`src/sv/zfc_pkg.sv`:
```
package zfc_pkg;

   // Vertex space and derived widths
   localparam int MaxVertices = 64;
   localparam int IdxW        = (MaxVertices > 1) ? $clog2(MaxVertices) : 1;
   localparam int SetW        = 64;
   localparam int RowW        = 6;
   localparam int CountW      = 7;
   localparam logic [SetW-1:0] SpaceMask =
      (MaxVertices >= SetW) ? {SetW{1'b1}} : ((64'd1 << MaxVertices) - 64'd1);

   // Command queue depth between front and back
   localparam int QueueDepth = 2;
   localparam int QPtrW      = (QueueDepth > 1) ? $clog2(QueueDepth) : 1;
   localparam int QCntW      = $clog2(QueueDepth + 1);

   typedef enum logic {
      REQ_WRITE = 1'b0,
      REQ_QUERY = 1'b1
   } req_kind_type;

   // One classified command word
   typedef struct packed {
      req_kind_type      kind;
      logic [RowW-1:0]   row;
      logic [SetW-1:0]   data;
   } cmd_type;

   typedef enum logic [1:0] {
      BACK_IDLE,
      BACK_RUN,
      BACK_SUM
   } back_state_type;

   // Mask of the low n vertices, n saturating at the set width
   function automatic logic [SetW-1:0] low_mask(input logic [CountW-1:0] n);
      logic [SetW-1:0] m;
      if (n >= CountW'(SetW)) begin
         m = {SetW{1'b1}};
      end else begin
         m = (64'd1 << n) - 64'd1;
      end
      return m;
   endfunction

   // Population count: per byte, then sum of the bytes
   function automatic logic [CountW-1:0] pop_count(input logic [SetW-1:0] x);
      logic [3:0]        part [SetW/8];
      logic [CountW-1:0] sum;
      sum = '0;
      for (int b = 0; b < SetW / 8; b++) begin
         part[b] = '0;
         for (int k = 0; k < 8; k++) begin
            part[b] = part[b] + 4'(x[b*8+k]);
         end
      end
      for (int b = 0; b < SetW / 8; b++) begin
         sum = sum + CountW'(part[b]);
      end
      return sum;
   endfunction

endpackage

```
`src/sv/zfc_front.sv`:
```
module zfc_front (
   input  logic                      clock,
   input  logic                      reset,
   input  logic                      req_valid,
   output logic                      req_ready,
   input  logic                      req_type,
   input  logic [zfc_pkg::RowW-1:0]  req_row_index,
   input  logic [zfc_pkg::SetW-1:0]  req_row_bits,
   input  logic [zfc_pkg::SetW-1:0]  req_seed_set,
   output logic                      push_valid,
   input  logic                      push_ready,
   output zfc_pkg::cmd_type          push_cmd
);

   logic             hold_valid_ff, hold_valid_in;
   zfc_pkg::cmd_type hold_ff, hold_in;
   logic             accept;
   logic             keep;
   logic             in_range;

   // Classify: drop writes outside the vertex space, mask payload bits
   assign accept   = req_valid && req_ready;
   assign in_range = ({1'b0, req_row_index} < (zfc_pkg::RowW + 1)'(zfc_pkg::MaxVertices));
   assign keep     = (zfc_pkg::req_kind_type'(req_type) == zfc_pkg::REQ_QUERY) || in_range;

   always_comb begin
      hold_in.kind = zfc_pkg::req_kind_type'(req_type);
      hold_in.row  = req_row_index;
      if (zfc_pkg::req_kind_type'(req_type) == zfc_pkg::REQ_QUERY) begin
         hold_in.data = req_seed_set & zfc_pkg::SpaceMask;
      end else begin
         hold_in.data = req_row_bits & zfc_pkg::SpaceMask;
      end
   end

   // Hold one word until the queue takes it
   assign push_valid = hold_valid_ff;
   assign push_cmd   = hold_ff;
   assign req_ready  = !hold_valid_ff || push_ready;

   always_comb begin
      hold_valid_in = hold_valid_ff && !push_ready;
      if (accept && keep) begin
         hold_valid_in = 1'b1;
      end
   end

   always_ff @(posedge clock) begin
      if (reset) begin
         hold_valid_ff <= 1'b0;
      end else begin
         hold_valid_ff <= hold_valid_in;
      end
   end

   always_ff @(posedge clock) begin
      if (accept && keep) begin
         hold_ff <= hold_in;
      end
   end

endmodule

```
`config.mk`:
```
export PLATFORM = sky130hd
export DESIGN_NAME = zfc_front
export DESIGN_NICKNAME = d
export VERILOG_FILES = /design/src/sv/zfc_pkg.sv /design/src/sv/zfc_front.sv
export SDC_FILE = /design/constraint.sdc
export NUM_CORES = 1
export LEC_CHECK = 0
export ABC_AREA = 0
export BUFFER_PORTS_ARGS = -buffer_cell sky130_fd_sc_hd__buf_2
export CAP_MARGIN = 25
export CORE_ASPECT_RATIO = 1.75
export CORE_MARGIN = 5
export CORE_UTILIZATION = 38
export CTS_BUF_LIST = sky130_fd_sc_hd__clkbuf_16
export DETAILED_ROUTE_END_ITERATION = 16
export PLACE_DENSITY = 0.76
export SYNTH_ARGS = -nofsm -noshare
export SYNTH_HDL_FRONTEND = slang
export SYNTH_SLANG_ARGS = --single-unit
```
`constraint.sdc`:
```
create_clock -name clock -period 2.5 [get_ports clock]
set_clock_uncertainty 0.1 [all_clocks]
set_input_delay 0.125 -clock clock [delete_from_list [all_inputs] [get_ports clock]]
set_output_delay 0.125 -clock clock [all_outputs]
set_load 0.1 [all_outputs]
```
==> results of run 1 <==
-- cell usage after synthesis --
library cell / count
nand2b_1: 1
buf_12: 6
mux2_2: 4
mux2_4: 60
edfxtp_1: 71
dfxtp_1: 1
and2_1: 1
a21oi_1: 1
buf_6: 1
inv_1: 1
-- cell families after synthesis --
kind of cell    share of synthesized area [%]
compound gates                          0.154
buf+inv                                  4.16
flops                                    66.2
mux                                      29.1
simple gates                            0.385
-- through the flow --
step                utilization (%)  hold WS, ns  std cells
detailed placement             52.6        0.175        469
global placement               52.6        0.171        469
floorplan                         -       0.0867        147
==> impl_metrics.json, run 1 <==
{
  "start_util_pct": 39.1,
  "cts_resized": 0,
  "cts_made_buffers": 9,
  "synthCells": 147,
  "dp_hpwl_mm": 6.41,
  "dpl_cell_area_sq_mm": 0.00438,
  "syn_area_sq_mm": 0.00325,
  "syn_nets": 286,
  "synthTopCellsByArea": "edfxtp_1 66%, mux2_4 28%, buf_12 3.7%",
  "die_y_um": 132,
  "die_w_um": 79.9,
  "failing_step": "clock tree synthesis (4_1_cts)",
  "pre_cts_slack_ns": 0.895,
  "hold_buffers": 102,
  "routabilityCongestion": 0.792,
  "synth_top_area_share_pct": 65.6,
  "yosys_warnings": 0,
  "cts_root_buf": "clkbuf_16",
  "synth_cell_types": 10,
  "cts_buffer_depth": 2,
  "syn_area_per_cell_sq_um": 22.1,
  "num_rows": 44,
  "ys_seq_area_share_pct": 66.2,
  "synth_top_area_cell": "edfxtp_1",
  "io_pins": 212,
  "portBuffers": 211,
  "yosys_register_bits": 72,
  "cts_max_level": 3,
  "error": "[ERROR RSZ-0060] Max buffer count reached.",
  "clock-sinks": 72,
  "cts_setup_buffers": 0,
  "status": "stopped before the end"
}
==> run 2, diff against run 1 <==
--- a/config.mk
+++ b/config.mk
@@ -8,12 +8,10 @@
 export ABC_AREA = 0
 export BUFFER_PORTS_ARGS = -buffer_cell sky130_fd_sc_hd__buf_2
 export CAP_MARGIN = 25
-export CORE_ASPECT_RATIO = 1.75
 export CORE_MARGIN = 5
-export CORE_UTILIZATION = 38
-export CTS_BUF_LIST = sky130_fd_sc_hd__clkbuf_16
+export CORE_UTILIZATION = 40
 export DETAILED_ROUTE_END_ITERATION = 16
-export PLACE_DENSITY = 0.76
+export PLACE_DENSITY_LB_ADDON = 0.15
 export SYNTH_ARGS = -nofsm -noshare
 export SYNTH_HDL_FRONTEND = slang
 export SYNTH_SLANG_ARGS = --single-unit
==> constraint.sdc (replaced) <==
create_clock -name clock -period 3.2 [get_ports clock]
set_clock_uncertainty 0.1 [all_clocks]
set_input_delay 0.16 -clock clock [delete_from_list [all_inputs] [get_ports clock]]
set_output_delay 0.16 -clock clock [all_outputs]
set_load 0.1 [all_outputs]
==> run 2 against run 1 <==
Compared with the run above:
- the flow now finishes without violations
- synthesized cell count did not move
- synthesized area did not move
==> impl_metrics.json, run 2 <==
{
  "status": "finished clean",
  "synth_top_area_cell": "edfxtp_1",
  "cts_made_buffers": 9,
  "synth_fa_ha_area_share_pct": 0,
  "yosys_warnings": 0,
  "yosys_register_bits": 72,
  "grt_pass1_vias": 2305,
  "fillCellCount": 639,
  "cts_buffer_depth": 2,
  "drv_cap": 0,
  "final_antenna_net_count": 0,
  "clock-sinks": 72,
  "antenna_found_initial": 0,
  "max_slew_margin_pct": 49.0,
  "grt_max_degree": 41,
  "seqCellArea_sq_mm": 0.00215,
  "critPathMaxFanout": 40,
  "cts_max_level": 3,
  "routabilityCongestion": 0.707,
  "routed_via_density": 4.45,
  "syn_to_final_growth_pct": 41.7,
  "vias": 2133,
  "cts_root_buf": "clkbuf_8",
  "synth_commonest_cells": "71 x edfxtp_1, 60 x mux2_4, 6 x buf_12",
  "core_region_area_sq_mm": 0.00781,
  "startpoint_type": "register",
  "period_share_pct": 57.2,
  "rsz0062_at_grt": "false",
  "yosysMostFrequentCell": "edfxtp_1",
  "ys.flop_type": "edfxtp_1",
  "hold_violations": 0,
  "multiInputGateArea_sq_um": 965,
  "synth_cell_types": 10,
  "synthMuxAreaShare_pct": 29.1,
  "critPathArrivalTime_ns": 1.74,
  "grt_pass1_wl_mm": 11.2,
  "largest_reg_flops": 71,
  "layout_commonest_cell": "buf_2",
  "die_w_um": 100,
  "gr-usage-met3_pct": 6.05,
  "ys_seq_area_share_pct": 66.2,
  "use_met1_pct": 14.7,
  "cts_setup_buffers": 0,
  "drive_gt1_share_pct": 77.2,
  "cp_cell_sequence": "nand2b_1, and2_2, buf_12",
  "p_per_area_mw_per_mm2": 555,
  "grt.total_usage_pct": 14.7,
  "ir_drop_mv": 0.213,
  "stdcell_count": 479,
  "synth-async-reset-ratio_pct": 0,
  "synth_top_area_share_pct": 65.6,
  "drc_errors": 0,
  "num_rows": 32,
  "finalCriticalPeriod_ns": 1.83,
  "synth_compound_area_share_pct": 0.154,
  "syn_area_sq_mm": 0.00325,
  "setup_viol": 0,
  "synthSimpleGateAreaFrac_pct": 0.385,
  "fmax_mhz": 546,
  "dieArea_sq_mm": 0.0100,
  "start_util_pct": 41.6,
  "power.leakage_uw": 0.00219,
  "critPathLaunch": "push_valid",
  "place_inst": 455,
  "critPathRequiredTime_ns": 3.11,
  "tritoncts": "done",
  "synthCells": 147,
  "post_drt_wl_per_cell_um": 15.9,
  "io_pins": 212,
  "holdCritPathClass": "in -> reg",
  "layout_common_cells": "210 x buf_2, 71 x edfxtp_1, 60 x mux2_4",
  "r2r_slack_ns": 1.37,
  "syn_nets": 286,
  "synth_top_family_by_area": "multiplexers",
  "critPathMaxStageDelay_ns": 0.66,
  "busiest_layer": "met2",
  "clk_latency_ns": 0.32,
  "met2_usage_pct": 26.7,
  "overflow": 0,
  "tns_ns": 0,
  "synthTopCellsByArea": "edfxtp_1 66%, mux2_4 28%, buf_12 3.7%",
  "finalPower_uw": 2560,
  "portBuffers": 211,
  "wirelength_mm": 7.60,
  "timing_worst_slew_pin_value_ns": 0.765,
  "die_y_um": 100,
  "path_class": "reg -> reg",
  "diodes": 0,
  "reg2reg_from": "push_valid",
  "drt_pass1_iterations": 4,
  "hp-start": "req_seed_set[36]",
  "clkTransAtPathRegs_ns": 0.07,
  "crit_slowest_cell": "and2_2",
  "final_max_slew_viol_count": 0,
  "syn_area_per_cell_sq_um": 22.1,
  "synth_edf_count": 71,
  "drt_iter0_drc": 24,
  "synth-xor-area-share_pct": 0,
  "endpoint_kind": "register",
  "final_nets": 511
}
run 2: cell counts after synthesis:
Identical to the previous run, type by type.
run 2: through the flow:
step / worst slack (ns) / hold slack [ns] / instance area, sq um / util (%)
3_5_place_dp: 1.36 / 0.226 / 4350 / 55.7
2_1_floorplan: 0.0238 / 0.129 / 3250 / -
5_1_grt: 1.22 / 0.00824 / 4610 / 59.0
4_1_cts: 1.33 / 0.00912 / 4610 / 59.0
3_3_place_gp: 1.39 / 0.218 / 4350 / 55.7
6_report: 1.37 / 0.0300 / 4610 / 59.0
run 2: timing repair:
item	4_1_cts	5_1_grt
setup endpoints to repair	0	0
hold buffers	8	0
resized for setup	0	0
endpoints found under the hold margin	7	0
run 2: final timing paths:
kind	end	depth (start not counted)
hold reg to reg	push_valid	3
setup / recovery	push_cmd[0]	3
setup reg to reg	push_cmd[0]	3
hold / removal	push_cmd[36]	2
run 2: cells by family (layout without fill, tap and decap cells):
family,after synthesis,count (layout)
DFF,72,72
and+or+nand+nor,2,2
AOI/OAI and AO/OA,1,1
muxes,64,64
buffers and inverters,8,238
run 2: area by class of cell:
cell class | instances | area share [%]
clock buffer | 12 | 2.93
clock inverter | 4 | 0.978
sequential | 72 | 46.7
tap | 102 | 2.77
multi-input combinational | 67 | 20.9
timing repair buffer | 221 | 25.6
inverter | 1 | 0.0815
run 2: where the power goes:
group / switching [uW] / leakage [uW] / total (uW) / internal (uW)
Sequential: 13.6 / 0.000695 / 1130 / 1120
Combinational: 562 / 0.00140 / 765 / 203
Clock: 302 / 0.0000941 / 660 / 357
Total: 878 / 0.00219 / 2560 / 1680
run 2: worst max-delay path: cells and delay by family, from the launching register on:
kind	cells	cell delay, ns
AND/OR/NAND/NOR	2	0.76
buffers and inverters	1	0.32
flip-flops	1	0.31
run 2: per-layer routing:
layer / routed length (um) / part of all wire, %
met1: 2580 / 34
met2: 3970 / 52
met3: 909 / 12
met4: 130 / 1.7
met5: 0 / 0
No activity file was read; power rests on OpenSTA's default activity.
==> run 3, diff against run 2 <==
--- a/config.mk
+++ b/config.mk
@@ -9,7 +9,7 @@
 export BUFFER_PORTS_ARGS = -buffer_cell sky130_fd_sc_hd__buf_2
 export CAP_MARGIN = 25
 export CORE_MARGIN = 5
-export CORE_UTILIZATION = 40
+export CORE_UTILIZATION = 38
 export DETAILED_ROUTE_END_ITERATION = 16
 export PLACE_DENSITY_LB_ADDON = 0.15
 export SYNTH_ARGS = -nofsm -noshare
==> constraint.sdc (replaced) <==
create_clock -name clock -period 1.61 [get_ports clock]
set_clock_uncertainty 0.1 [all_clocks]
set_input_delay 0.0805 -clock clock [delete_from_list [all_inputs] [get_ports clock]]
set_output_delay 0.0805 -clock clock [all_outputs]
set_load 0.1 [all_outputs]
==> run 3 against run 2 <==
Compared with the run above:
- the flow now stops in clock tree synthesis (4_1_cts)
- synthesized area is the same
- synthesized cell count did not move
==> impl_metrics.json, run 3 <==
{
  "status": "stopped before the end",
  "failing_step": "clock tree synthesis (4_1_cts)",
  "error": "[ERROR RSZ-0060] Max buffer count reached.",
  "synthTopCellsByArea": "edfxtp_1 66%, mux2_4 28%, buf_12 3.7%",
  "synth_fa_ha_area_share_pct": 0,
  "synth_compound_area_share_pct": 0.154,
  "routabilityCongestion": 0.674,
  "yosys_register_bits": 72,
  "synth-xor-area-share_pct": 0,
  "ys_seq_area_share_pct": 66.2,
  "synth_commonest_cells": "71 x edfxtp_1, 60 x mux2_4, 6 x buf_12",
  "synthCells": 147,
  "synth-async-reset-ratio_pct": 0,
  "syn_nets": 286,
  "dpl_cell_area_sq_mm": 0.00439,
  "yosys_warnings": 0,
  "cts_buffer_depth": 2,
  "synth_top_area_share_pct": 65.6,
  "syn_area_sq_mm": 0.00325,
  "die_w_um": 102,
  "synthSimpleGateAreaFrac_pct": 0.385,
  "num_rows": 33,
  "io_pins": 212,
  "cts_max_level": 3,
  "cts_made_buffers": 9,
  "yosysMostFrequentCell": "edfxtp_1",
  "synth_top_family_by_area": "multiplexers",
  "cts_root_buf": "clkbuf_8",
  "cts_setup_buffers": 0,
  "clock-sinks": 72,
  "die_y_um": 102,
  "syn_area_per_cell_sq_um": 22.1,
  "synth_edf_count": 71,
  "cts_resized": 0,
  "hold_buffers": 102,
  "synth_cell_types": 10,
  "portBuffers": 211,
  "ys.flop_type": "edfxtp_1",
  "synth_top_area_cell": "edfxtp_1",
  "start_util_pct": 39.4,
  "synthMuxAreaShare_pct": 29.1
}
[run 3: cell counts after synthesis]
Identical to the previous run, type by type.
[run 3: stage by stage]
stage | cells | utilization (%) | setup TNS, ns | setup WS (ns) | hold WS [ns]
2_1_floorplan | 147 | - | -19.90 | -0.280 | 0.0399
3_3_place_gp | 460 | 53.2 | 0 | 0.339 | 0.133
3_5_place_dp | 460 | 53.2 | 0 | 0.323 | 0.137
[run 3: logic make-up after synthesis]
family / Yosys count
flops: 72
mux: 64
buf+inv: 8
simple gates: 2
compound gates: 1
