File: src/sv/zfc_pkg.sv
package zfc_pkg;

   // Vertex space and derived widths
   localparam int MaxVertices = 64;
   localparam int IdxW        = (MaxVertices > 1) ? $clog2(MaxVertices) : 1;
   localparam int SetW        = 64;
   localparam int RowW        = 6;
   localparam int CountW      = 7;
   localparam logic [SetW-1:0] SpaceMask =
      (MaxVertices >= SetW) ? {SetW{1'b1}} : ((64'd1 << MaxVertices) - 64'd1);

   // Command queue depth between front and back
   localparam int QueueDepth = 2;
   localparam int QPtrW      = (QueueDepth > 1) ? $clog2(QueueDepth) : 1;
   localparam int QCntW      = $clog2(QueueDepth + 1);

   typedef enum logic {
      REQ_WRITE = 1'b0,
      REQ_QUERY = 1'b1
   } req_kind_type;

   // One classified command word
   typedef struct packed {
      req_kind_type      kind;
      logic [RowW-1:0]   row;
      logic [SetW-1:0]   data;
   } cmd_type;

   typedef enum logic [1:0] {
      BACK_IDLE,
      BACK_RUN,
      BACK_SUM
   } back_state_type;

   // Mask of the low n vertices, n saturating at the set width
   function automatic logic [SetW-1:0] low_mask(input logic [CountW-1:0] n);
      logic [SetW-1:0] m;
      if (n >= CountW'(SetW)) begin
         m = {SetW{1'b1}};
      end else begin
         m = (64'd1 << n) - 64'd1;
      end
      return m;
   endfunction

   // Population count: per byte, then sum of the bytes
   function automatic logic [CountW-1:0] pop_count(input logic [SetW-1:0] x);
      logic [3:0]        part [SetW/8];
      logic [CountW-1:0] sum;
      sum = '0;
      for (int b = 0; b < SetW / 8; b++) begin
         part[b] = '0;
         for (int k = 0; k < 8; k++) begin
            part[b] = part[b] + 4'(x[b*8+k]);
         end
      end
      for (int b = 0; b < SetW / 8; b++) begin
         sum = sum + CountW'(part[b]);
      end
      return sum;
   endfunction

endpackage

File: src/sv/zfc_fifo.sv
module zfc_fifo (
   input  logic             clock,
   input  logic             reset,
   input  logic             push_valid,
   output logic             push_ready,
   input  zfc_pkg::cmd_type push_cmd,
   output logic             pop_valid,
   input  logic             pop_ready,
   output zfc_pkg::cmd_type pop_cmd
);

   zfc_pkg::cmd_type              slots_ff [zfc_pkg::QueueDepth];
   logic [zfc_pkg::QPtrW-1:0]     wr_ptr_ff, wr_ptr_in;
   logic [zfc_pkg::QPtrW-1:0]     rd_ptr_ff, rd_ptr_in;
   logic [zfc_pkg::QCntW-1:0]     count_ff, count_in;
   logic                          do_push, do_pop;

   assign push_ready = (count_ff != zfc_pkg::QCntW'(zfc_pkg::QueueDepth));
   assign pop_valid  = (count_ff != '0);
   assign pop_cmd    = slots_ff[rd_ptr_ff];
   assign do_push    = push_valid && push_ready;
   assign do_pop     = pop_valid && pop_ready;

   // Advance pointers with wrap at the queue depth
   always_comb begin
      wr_ptr_in = wr_ptr_ff;
      rd_ptr_in = rd_ptr_ff;
      count_in  = count_ff;
      if (do_push) begin
         wr_ptr_in = (wr_ptr_ff == zfc_pkg::QPtrW'(zfc_pkg::QueueDepth - 1)) ?
                     '0 : wr_ptr_ff + 1'b1;
      end
      if (do_pop) begin
         rd_ptr_in = (rd_ptr_ff == zfc_pkg::QPtrW'(zfc_pkg::QueueDepth - 1)) ?
                     '0 : rd_ptr_ff + 1'b1;
      end
      if (do_push && !do_pop) begin
         count_in = count_ff + 1'b1;
      end else if (do_pop && !do_push) begin
         count_in = count_ff - 1'b1;
      end
   end

   always_ff @(posedge clock) begin
      if (reset) begin
         wr_ptr_ff <= '0;
         rd_ptr_ff <= '0;
         count_ff  <= '0;
      end else begin
         wr_ptr_ff <= wr_ptr_in;
         rd_ptr_ff <= rd_ptr_in;
         count_ff  <= count_in;
      end
   end

   always_ff @(posedge clock) begin
      if (do_push) begin
         slots_ff[wr_ptr_ff] <= push_cmd;
      end
   end

endmodule

File: config.mk
export PLATFORM = sky130hd
export DESIGN_NAME = zfc_fifo
export DESIGN_NICKNAME = d
export VERILOG_FILES = /design/src/sv/zfc_pkg.sv /design/src/sv/zfc_fifo.sv
export SDC_FILE = /design/constraint.sdc
export NUM_CORES = 1
export LEC_CHECK = 0
export BUFFER_PORTS_ARGS = -buffer_cell sky130_fd_sc_hd__buf_4
export CAP_MARGIN = 5
export CORE_MARGIN = 5
export CORE_UTILIZATION = 40
export CTS_CLUSTER_DIAMETER = 60
export CTS_CLUSTER_SIZE = 10
export DETAILED_ROUTE_END_ITERATION = 8
export RECOVER_POWER = 100
export SYNTH_ARGS = -nofsm -noshare
export SYNTH_HDL_FRONTEND = slang
export SYNTH_SLANG_ARGS = --single-unit
File: constraint.sdc
create_clock -name clock -period 3.15 [get_ports clock]
set_input_delay 0.1575 -clock clock [delete_from_list [all_inputs] [get_ports clock]]
set_output_delay 0.1575 -clock clock [all_outputs]
set_load 0.02 [all_outputs]
==> results of run 1 <==
routing by layer:
layer  share of wire (%)  vias up
met2                  49      101
met1                  43     1472
met5                   0        -
li1                    -     1437
met3                 6.5       16
met4                 1.7        0
flip-flops by register name, summed over array words and instances (netlist names), named ones only:
register / count
slots_ff: 142
wr_ptr_ff: 1
rd_ptr_ff: 1
count_ff: 2
final timing paths:
check	startpoint	endpoint	slack [ns]	cells past startpoint
worst max register to register	count_ff[0]	slots_ff[0][62]	0.80	4
worst min register to register	rd_ptr_ff	rd_ptr_ff	0.52	2
worst min-delay path	push_valid	wr_ptr_ff	0.05	3
worst max-delay path	count_ff[0]	slots_ff[0][62]	0.80	4
power by group through the flow:
stage                     registers, mW  logic, mW  clock network (mW)
after detailed placement           2.68       1.59                   0
after floorplan                    2.54       1.05                   0
after global routing               2.67       1.49                2.09
after CTS                          2.64       1.67                1.99
final                              2.63       1.39                1.94
after global placement             2.67       1.59                   0
cells in the mapped netlist, drive strengths merged:
cell | n | area (um^2)
buf | 8 | 45.0
or2 | 1 | 6.26
nor2 | 3 | 11.3
dfxtp | 5 | 100
o21ai | 2 | 10.0
ha | 1 | 12.5
a21oi | 2 | 10.0
xor2 | 3 | 26.3
mux2 | 71 | 800
inv | 1 | 3.75
and2 | 1 | 6.26
nand2b | 1 | 6.26
and3 | 1 | 6.26
edfxtp | 142 | 4260
a21bo | 1 | 10.0
or3 | 1 | 6.26
nand3b | 1 | 7.51
kinds of logic after synthesis:
kind of cell | count (synthesis) | synth area share (%)
compound gates | 5 | 0.563
xor+xnor | 3 | 0.493
fa+ha+maj | 1 | 0.235
buf+inv | 9 | 0.915
flops | 147 | 81.9
mux | 71 | 15.0
simple gates | 9 | 0.939
layout by cell type (no fill, tap or decap), types with 2 or more instances in the layout:
master,n
edfxtp_1,142
clkbuf_1,96
dlygate4sd3_1,72
mux2_2,66
clkbuf_4,49
clkbuf_16,17
buf_4,12
mux2_1,5
clkbuf_8,4
dfxtp_1,4
xor2_1,3
nor2_1,3
clkinv_2,3
o21ai_0,2
a21oi_1,2
bufinv_16,2
final cells by class:
class | instances | share of cell area (%)
clock buffer | 27 | 6.61
clock inverter | 5 | 0.987
inverter | 1 | 0.0658
multi-input combinational | 89 | 12.1
sequential | 147 | 57.4
tap | 176 | 2.89
timing repair buffer | 223 | 19.9
repair_timing:
item                                   CTS  global route
hold buffers                            72             0
setup endpoints to repair                0             0
buffers inserted                         0             0
endpoints found under the hold margin  147             0
worst reg2reg max path: stages (launching register included):
cell and delay (ns):
dfxtp_1 0.35, nand2b_1 0.22, nand3b_1 0.14, clkinvlp_2 0.76
buf_4 0.59
==> flow_metrics.py, run 1 <==
metrics = {
    "grt": {
        "met3_usage_pct": 5.33,
        "grt_pass1_vias": 3295,
        "grt-ovfl-total": 0,
        "grt_max_degree": 72,
        "grt_busiest_layer": "met2",
        "grt_usage_pct": 13.8,
        "met1_usage_pct": 16.7,
        "use_met2_pct": 22.1,
        "antenna_found_initial": 0,
        "grt_pass1_wl_um": 16700,
    },
    "clock_tree": {
        "cts_tree": "yes",
        "cts_buffers": 17,
        "htreeDepth": 4,
        "clockRootBuffer": "clkbuf_16",
        "clk_latency_ns": 0.41,
        "ctsResizeCount": 0,
        "cts.reportedPaths.clkPinSlew_ns": 0.06,
        "cts_buffer_depth": 2,
        "cts_sinks": 147,
    },
    "placement": {
        "portBuffers": 147,
        "dp_hpwl_um": 6300,
        "placed_cells": 564,
        "post_dp_cell_area_um2": 6650,
        "gp_congestion": 0.737,
        "place_ws_ns": 1.19,
    },
    "layout": {
        "finish.instance_area_um2": 7610,
        "multi_input_area_um2": 920,
        "fin_util_pct": 57.9,
        "layout.nets": 555,
        "fin_cells": 668,
        "regArea_um2": 4370,
        "layout-area-overhead-vs-synth_pct": 42.7,
        "drive_gt1_share_pct": 32.1,
        "fillers": 1092,
        "insertedDiodeCount": 0,
    },
    "detailed_routing": {
        "postRouteAntennaNets": 0,
        "firstDrtPassIters": 4,
        "drt-total-wl_um": 10400,
        "drc": 0,
        "initialDrtViolationCount": 155,
        "viasPerCell": 4.53,
        "vias": 3026,
        "wl_per_cell_um": 15.6,
    },
    "power": {
        "power.leakage_nw": 2.66,
        "seqPwrFrac_pct": 44.2,
        "swShare_pct": 28.3,
        "p_switching_mw": 1.69,
        "ir_drop_uv": 459,
        "power_frac_clock_pct": 32.5,
        "internal_power_mw": 4.27,
        "finalPower_mw": 5.96,
        "power_density_nw_per_um2": 783,
        "combPwrFrac_pct": 23.3,
    },
    "critical_path": {
        "slowest_delay_ns": 0.76,
        "path_class": "reg2reg",
        "cp_top_family": "buffers and inverters",
        "cp_data_required_time_ns": 3.27,
        "arrival_ns": 2.47,
        "startpoint_type": "register",
        "cpMaxStageDelayCell": "clkinvlp_2",
        "critPathCaptureType": "register",
        "critical_path.cell_chain": "nand2b_1, nand3b_1, clkinvlp_2, buf_4",
        "path_buf_inv": 2,
        "cp_max_fo": 31,
    },
    "synth": {
        "synth_nets": 321,
        "ys_seq_area_share_pct": 81.9,
        "yosys.cell_types.count": 18,
        "synth_area_um2": 5330,
        "syn_inst": 245,
        "avgSynthCellArea_um2": 21.8,
        "ys_ff_latch": 147,
        "yosys_warnings": 0,
    },
    "timing": {
        "skew_ns": 0.00659,
        "rsz0062_at_grt": "no",
        "max_freq_ghz": 0.425,
        "tightest_slew_ns": 1.04,
        "setup_tns_ns": 0,
        "maxSlewViolCount": 0,
        "min_period_ns": 2.35,
        "setup_viol": 0,
        "hold_viol_final": 0,
        "whs_ns": 0.0470,
        "relSlewSlack_pct": 30.6,
        "period_share_pct": 74.8,
        "setup_slack_ns": 0.795,
    },
    "run": {
        "cap_violations": 0,
    },
    "die": {
        "die_w_um": 125,
        "core_um2": 13100,
        "num_io_pins": 148,
        "dieArea_um2": 15700,
        "fp.dieH_um": 125,
        "initial_core_util_pct": 40.6,
        "num_rows": 42,
    },
    "outcome": {
        "status": "complete, no violations",
    },
    "min_path": {
        "hp-class": "in2reg",
    },
}
(Power assumes the default switching activity.)
==> run 2, diff against run 1 <==
--- a/config.mk
+++ b/config.mk
@@ -5,6 +5,7 @@
 export SDC_FILE = /design/constraint.sdc
 export NUM_CORES = 1
 export LEC_CHECK = 0
+export ABC_AREA = 1
 export BUFFER_PORTS_ARGS = -buffer_cell sky130_fd_sc_hd__buf_4
 export CAP_MARGIN = 5
 export CORE_MARGIN = 5
==> constraint.sdc (replaced) <==
create_clock -name clock -period 2.3 [get_ports clock]
set_input_delay 0.115 -clock clock [delete_from_list [all_inputs] [get_ports clock]]
set_output_delay 0.115 -clock clock [all_outputs]
set_load 0.02 [all_outputs]
==> run 2 against run 1 <==
Synthesized cell count grew 5.3%. Sequential cell count unchanged. Critical path type is now reg2out. Hold slack improved by 0.12 ns. Routed wire length up 5.2%. Sequential power up 33%. Clock power grew 54%.
==> flow_metrics.py, run 2 <==
metrics = {
    "outcome": {
        "status": "complete, no violations",
    },
    "layout": {
        "largest-register": "slots_ff",
        "top_regs": "slots_ff x142, count_ff x2",
        "drive_gt1_share_pct": 33.8,
        "largest_reg_flops": 142,
        "layout_common_cells": "142 x edfxtp_1, 73 x dlygate4sd3_1, 71 x buf_4, 58 x mux2_1, 55 x clkbuf_4",
        "final_common_cell": "edfxtp_1",
        "layout-area-overhead-vs-synth_pct": 40.8,
        "layout.nets": 573,
    },
    "clock_tree": {
        "cts.reportedPaths.clkPinSlew_ns": 0.06,
        "postCtsSetupBuffers": 0,
        "clk_latency_ns": 0.41,
        "cts_tree": "yes",
        "cts_buffers": 17,
        "cts_sinks": 147,
        "clockRootBuffer": "clkbuf_16",
        "cts_buffer_depth": 2,
        "htreeDepth": 4,
    },
    "synth": {
        "synth_compound_area_share_pct": 0.350,
        "synth.most_common_cell": "edfxtp_1",
        "ys_seq_area_share_pct": 76.3,
        "avgSynthCellArea_um2": 22.2,
        "synth_top_flop_cell": "edfxtp_1",
        "synth_nets": 334,
        "synth-xor-area-share_pct": 0,
        "synth_area_um2": 5720,
        "ys_ff_latch": 147,
        "synth_common_cells": "142 x edfxtp_1, 70 x mux2_4, 9 x nand2_1",
        "syn_inst": 258,
        "synth_edf_count": 142,
        "synth_area_leader_cell": "edfxtp_1",
        "synth_top_family_by_area": "multiplexers",
        "synth_mux_area_share_pct": 18.6,
        "synth_simple_gate_area_share_pct": 1.34,
        "yosys.cell_types.count": 14,
        "yosys_warnings": 0,
        "yosys.area.top_type_share_pct": 74.6,
        "synthAdderAreaFrac_pct": 0.219,
        "async_flop_share_pct": 0,
        "synthTopCellsByArea": "edfxtp_1 75%, mux2_4 18%, buf_12 2.5%",
    },
    "die": {
        "die_w_um": 130,
        "dieArea_um2": 16800,
        "fp.dieH_um": 130,
        "core_um2": 13900,
        "initial_core_util_pct": 41.0,
        "num_rows": 43,
        "num_io_pins": 148,
    },
    "detailed_routing": {
        "initialDrtViolationCount": 146,
        "firstDrtPassIters": 4,
        "drt-total-wl_um": 11000,
        "viasPerCell": 4.46,
        "postRouteAntennaNets": 0,
        "drc": 0,
        "wl_per_cell_um": 15.9,
        "vias": 3075,
    },
    "timing": {
        "max_freq_ghz": 0.495,
        "relSlewSlack_pct": 48.0,
        "min_period_ns": 2.02,
        "tightest_slew_ns": 0.780,
        "skew_ns": 0.00400,
        "maxSlewViolCount": 0,
        "rsz0062_at_grt": "no",
        "setup_viol": 0,
        "setup_slack_ns": 0.281,
        "period_share_pct": 87.8,
        "hold_viol_final": 0,
    },
    "power": {
        "ir_drop_uv": 615,
        "seqPwrFrac_pct": 40.4,
        "power.leakage_nw": 3.04,
        "p_switching_mw": 2.33,
        "power_frac_clock_pct": 34.3,
        "finalPower_mw": 8.70,
        "combPwrFrac_pct": 25.3,
        "internal_power_mw": 6.37,
        "swShare_pct": 26.7,
        "power_density_nw_per_um2": 1080,
    },
    "critical_path": {
        "critPathCaptureType": "output port",
        "path_class": "reg2out",
        "reg2reg_from": "count_ff[0]",
        "arrival_ns": 1.90,
        "startpoint_type": "register",
        "cp_max_fo": 18,
        "cp_data_required_time_ns": 2.18,
    },
    "grt": {
        "grt-ovfl-total": 0,
        "antenna_found_initial": 1,
        "grt_usage_pct": 13.2,
        "grt_pass1_wl_um": 16500,
        "grt_max_degree": 54,
        "grt_pass1_vias": 3397,
    },
    "placement": {
        "dp_hpwl_um": 7030,
        "gp_congestion": 0.712,
        "place_ws_ns": 0.741,
        "portBuffers": 147,
    },
    "min_path": {
        "hp-class": "in2reg",
        "worstHoldStart": "push_valid",
    },
    "run": {
        "cap_violations": 0,
    },
}
## run 2: logic make-up (layout without fill, tap and decap cells)
logic type	Yosys count	count (layout)
flip-flops	147	147
multiplexers	71	71
AND/OR/NAND/NOR	19	19
buffers and inverters	16	267
AO/OA/AOI/OAI	4	4
adder cells (fa/ha/maj)	1	1
other	0	1
## run 2: per-layer routing
layer	wire (um)	vias to the layer above	track usage [%]
met1	4230	1479	14.4
met4	205	0	5.50
met3	683	12	4.08
li1	-	1482	-
met5	0	-	0
met2	5830	102	24.0
## run 2: final timing paths
path	to	slack (ns)	cells after the start
worst max-delay path	pop_cmd[41]	0.28	3
worst min-delay path	wr_ptr_ff	0.17	4
worst min register to register	wr_ptr_ff	0.51	2
worst max register to register	slots_ff[0][1]	0.44	5
## run 2: per-stage QoR
stage               utilization [%]  hold slack (ns)  cells  TNS (ns)  area, um^2
floorplan                         -            0.214    258    -98.58        5720
global placement               50.4            0.300    585         0        7020
detailed placement             50.4            0.303    585         0        7020
CTS                            60.3            0.202    689         0        8400
global route                   57.8            0.202    689         0        8050
finish                         57.8            0.165    690         0        8050
## run 2: power groups by stage
stage / clock network [mW] / logic, mW / registers, mW
floorplan: 0 / 1.73 / 3.53
global placement: 0 / 2.50 / 3.57
detailed placement: 0 / 2.52 / 3.59
CTS: 3.05 / 2.62 / 3.54
global route: 3.19 / 2.36 / 3.55
finish: 2.98 / 2.20 / 3.51
## run 2: critical path, stage by stage, from the launching register on
cell and delay [ns]:
dfxtp_4 0.52, clkbuf_1 0.46, mux2_4 0.34, buf_4 0.16
## run 2: area by class of cell
class	count	area (um^2)
sequential	147	4370
multi-input combinational	95	961
timing repair buffer	228	1820
antenna	1	2.50
clock buffer	18	429
fill	1133	5880
inverter	8	30.0
tap	180	225
clock inverter	13	214
## run 2: repair_timing
action / in CTS / in global routing
hold buffers: 73 / 0
endpoints found under the hold margin: 146 / 0
resized for setup: 0 / 0
==> run 3, diff against run 2 <==
--- a/config.mk
+++ b/config.mk
@@ -14,6 +14,7 @@
 export CTS_CLUSTER_SIZE = 10
 export DETAILED_ROUTE_END_ITERATION = 8
 export RECOVER_POWER = 100
+export REMOVE_ABC_BUFFERS = 1
 export SYNTH_ARGS = -nofsm -noshare
 export SYNTH_HDL_FRONTEND = slang
 export SYNTH_SLANG_ARGS = --single-unit
==> run 3 against run 2 <==
Combinational power hardly changed. Register-to-register slack better by 0.05 ns. Worst setup slack better by 0.040 ns. Die area stayed put. Clock skew is 0.00052 ns higher. Cell area is 1.4% lower. Critical endpoint is now pop_cmd[30]. Global-route usage is 0.59 points higher. Hold slack better by 0.076 ns. Power is 5.4% lower. First-iteration DRC count is 20% higher. Sequential cell count stayed put. Routed wire length is 2.9% higher.
==> flow_metrics.py, run 3 (synthesis results as in run 2) <==
metrics = {
    "detailed_routing": {
        "postRouteAntennaNets": 0,
        "drc": 0,
        "drt-total-wl_um": 11300,
        "initialDrtViolationCount": 175,
        "vias": 3067,
        "firstDrtPassIters": 4,
        "viasPerCell": 4.45,
        "wl_per_cell_um": 16.4,
    },
    "timing": {
        "skew_ns": 0.00452,
        "max_freq_ghz": 0.505,
        "relSlewSlack_pct": 48.8,
        "min_period_ns": 1.98,
        "hold_viol_final": 0,
        "whs_ns": 0.241,
        "setup_slack_ns": 0.321,
        "rsz0062_at_grt": "no",
        "maxSlewViolCount": 0,
        "tightest_slew_ns": 0.767,
        "period_share_pct": 86.0,
        "setup_viol": 0,
    },
    "power": {
        "power_density_nw_per_um2": 1040,
        "swShare_pct": 28.3,
        "ir_drop_uv": 567,
        "power_frac_clock_pct": 30.7,
        "internal_power_mw": 5.90,
        "combPwrFrac_pct": 26.6,
        "p_switching_mw": 2.33,
        "seqPwrFrac_pct": 42.7,
        "power.leakage_nw": 2.98,
    },
    "critical_path": {
        "critPathCaptureType": "output port",
        "arrival_ns": 1.86,
        "cp_max_fo": 16,
        "path_class": "reg2out",
        "cp_data_required_time_ns": 2.18,
        "worst-r2r-cell-count": 5,
        "startpoint_type": "register",
    },
    "die": {
        "num_rows": 43,
        "fp.dieH_um": 130,
        "core_um2": 13900,
        "die_w_um": 130,
        "dieArea_um2": 16800,
        "num_io_pins": 148,
        "initial_core_util_pct": 41.0,
    },
    "grt": {
        "grt_max_degree": 51,
        "grt_pass1_vias": 3358,
        "grt-ovfl-total": 0,
        "grt_pass1_wl_um": 17300,
        "grt_usage_pct": 13.8,
        "antenna_found_initial": 0,
    },
    "layout": {
        "layout_common_cells": "142 x edfxtp_1, 73 x dlygate4sd3_1, 71 x buf_4, 64 x mux2_1, 56 x clkbuf_4",
        "largest-register": "slots_ff",
        "layout-area-overhead-vs-synth_pct": 38.9,
        "final_common_cell": "edfxtp_1",
        "drive_gt1_share_pct": 32.6,
        "top_regs": "slots_ff x142, count_ff x2",
        "layout.nets": 572,
        "largest_reg_flops": 142,
        "insertedDiodeCount": 0,
        "finish.instance_area_um2": 7940,
    },
    "clock_tree": {
        "cts_buffer_depth": 2,
        "cts_sinks": 147,
        "cts_buffers": 17,
        "clockRootBuffer": "clkbuf_16",
        "clk_latency_ns": 0.40,
        "cts.reportedPaths.clkPinSlew_ns": 0.06,
        "htreeDepth": 4,
        "cts_tree": "yes",
    },
    "placement": {
        "post_dp_cell_area_um2": 7020,
        "dp_hpwl_um": 7180,
        "portBuffers": 147,
        "place_ws_ns": 0.744,
        "gp_congestion": 0.694,
    },
    "run": {
        "cap_violations": 0,
    },
    "outcome": {
        "status": "complete, no violations",
    },
    "min_path": {
        "hp-class": "in2reg",
        "worstHoldPathCells": 4,
    },
}
-- run 3: cell count changes in the layout (fill, tap and decap cells not counted), sizes merged --
cell      before  now
clkinv         6   10
clkbuf       100   98
bufinv         6    2
clkinvlp       1    3
diode          1    0
-- run 3: routing by layer --
metal | global-route usage [%] | routed length, um
met1 | 16.7 | 4720
met2 | 22.7 | 5510
met3 | 4.78 | 840
met4 | 5.93 | 198
met5 | 0 | 0
-- run 3: layout make-up --
class / count / area, um^2
Tap cell: 180 / 225
Fill cell: 1152 / 6000
Clock inverter: 15 / 123
Inverter: 8 / 30.0
Multi-Input combinational cell: 95 / 946
Timing Repair Buffer: 227 / 1820
Clock buffer: 17 / 425
Sequential cell: 147 / 4370
-- run 3: worst max-delay path: stages, from the launching register on --
cell and delay, ns:
dfxtp_4 0.51, clkbuf_2 0.40, mux2_1 0.38, buf_4 0.16
-- run 3: repair_timing --
action	4_1_cts	5_1_grt
setup buffers	0	0
hold buffers	73	0
endpoints found under the setup margin	0	0
resized for setup	0	0
hold endpoints to repair	145	0
-- run 3: worst paths after layout --
kind	start	end	slack (ns)
setup / recovery	register	pop_cmd[30]	0.32
hold / removal	push_valid	wr_ptr_ff	0.24
setup reg to reg	count_ff[0]	slots_ff[1][63]	0.49
hold reg to reg	rd_ptr_ff	register	0.49
-- run 3: power groups by stage --
stage | clock network, mW | logic [mW] | registers (mW)
final | 2.52 | 2.19 | 3.51
after global routing | 2.72 | 2.36 | 3.55
after CTS | 2.59 | 2.64 | 3.54
after detailed placement | 0 | 2.53 | 3.59
after global placement | 0 | 2.51 | 3.57
after floorplan | 0 | 1.52 | 3.70
-- run 3: through the flow --
step	cells	TNS, ns	power (mW)	utilization, %
finish	689	0	8.23	57.0
global route	689	0	8.63	57.0
CTS	689	0	8.76	59.5
detailed placement	584	0	6.12	50.3
global placement	584	0	6.08	50.3
floorplan	250	-341.40	5.21	-
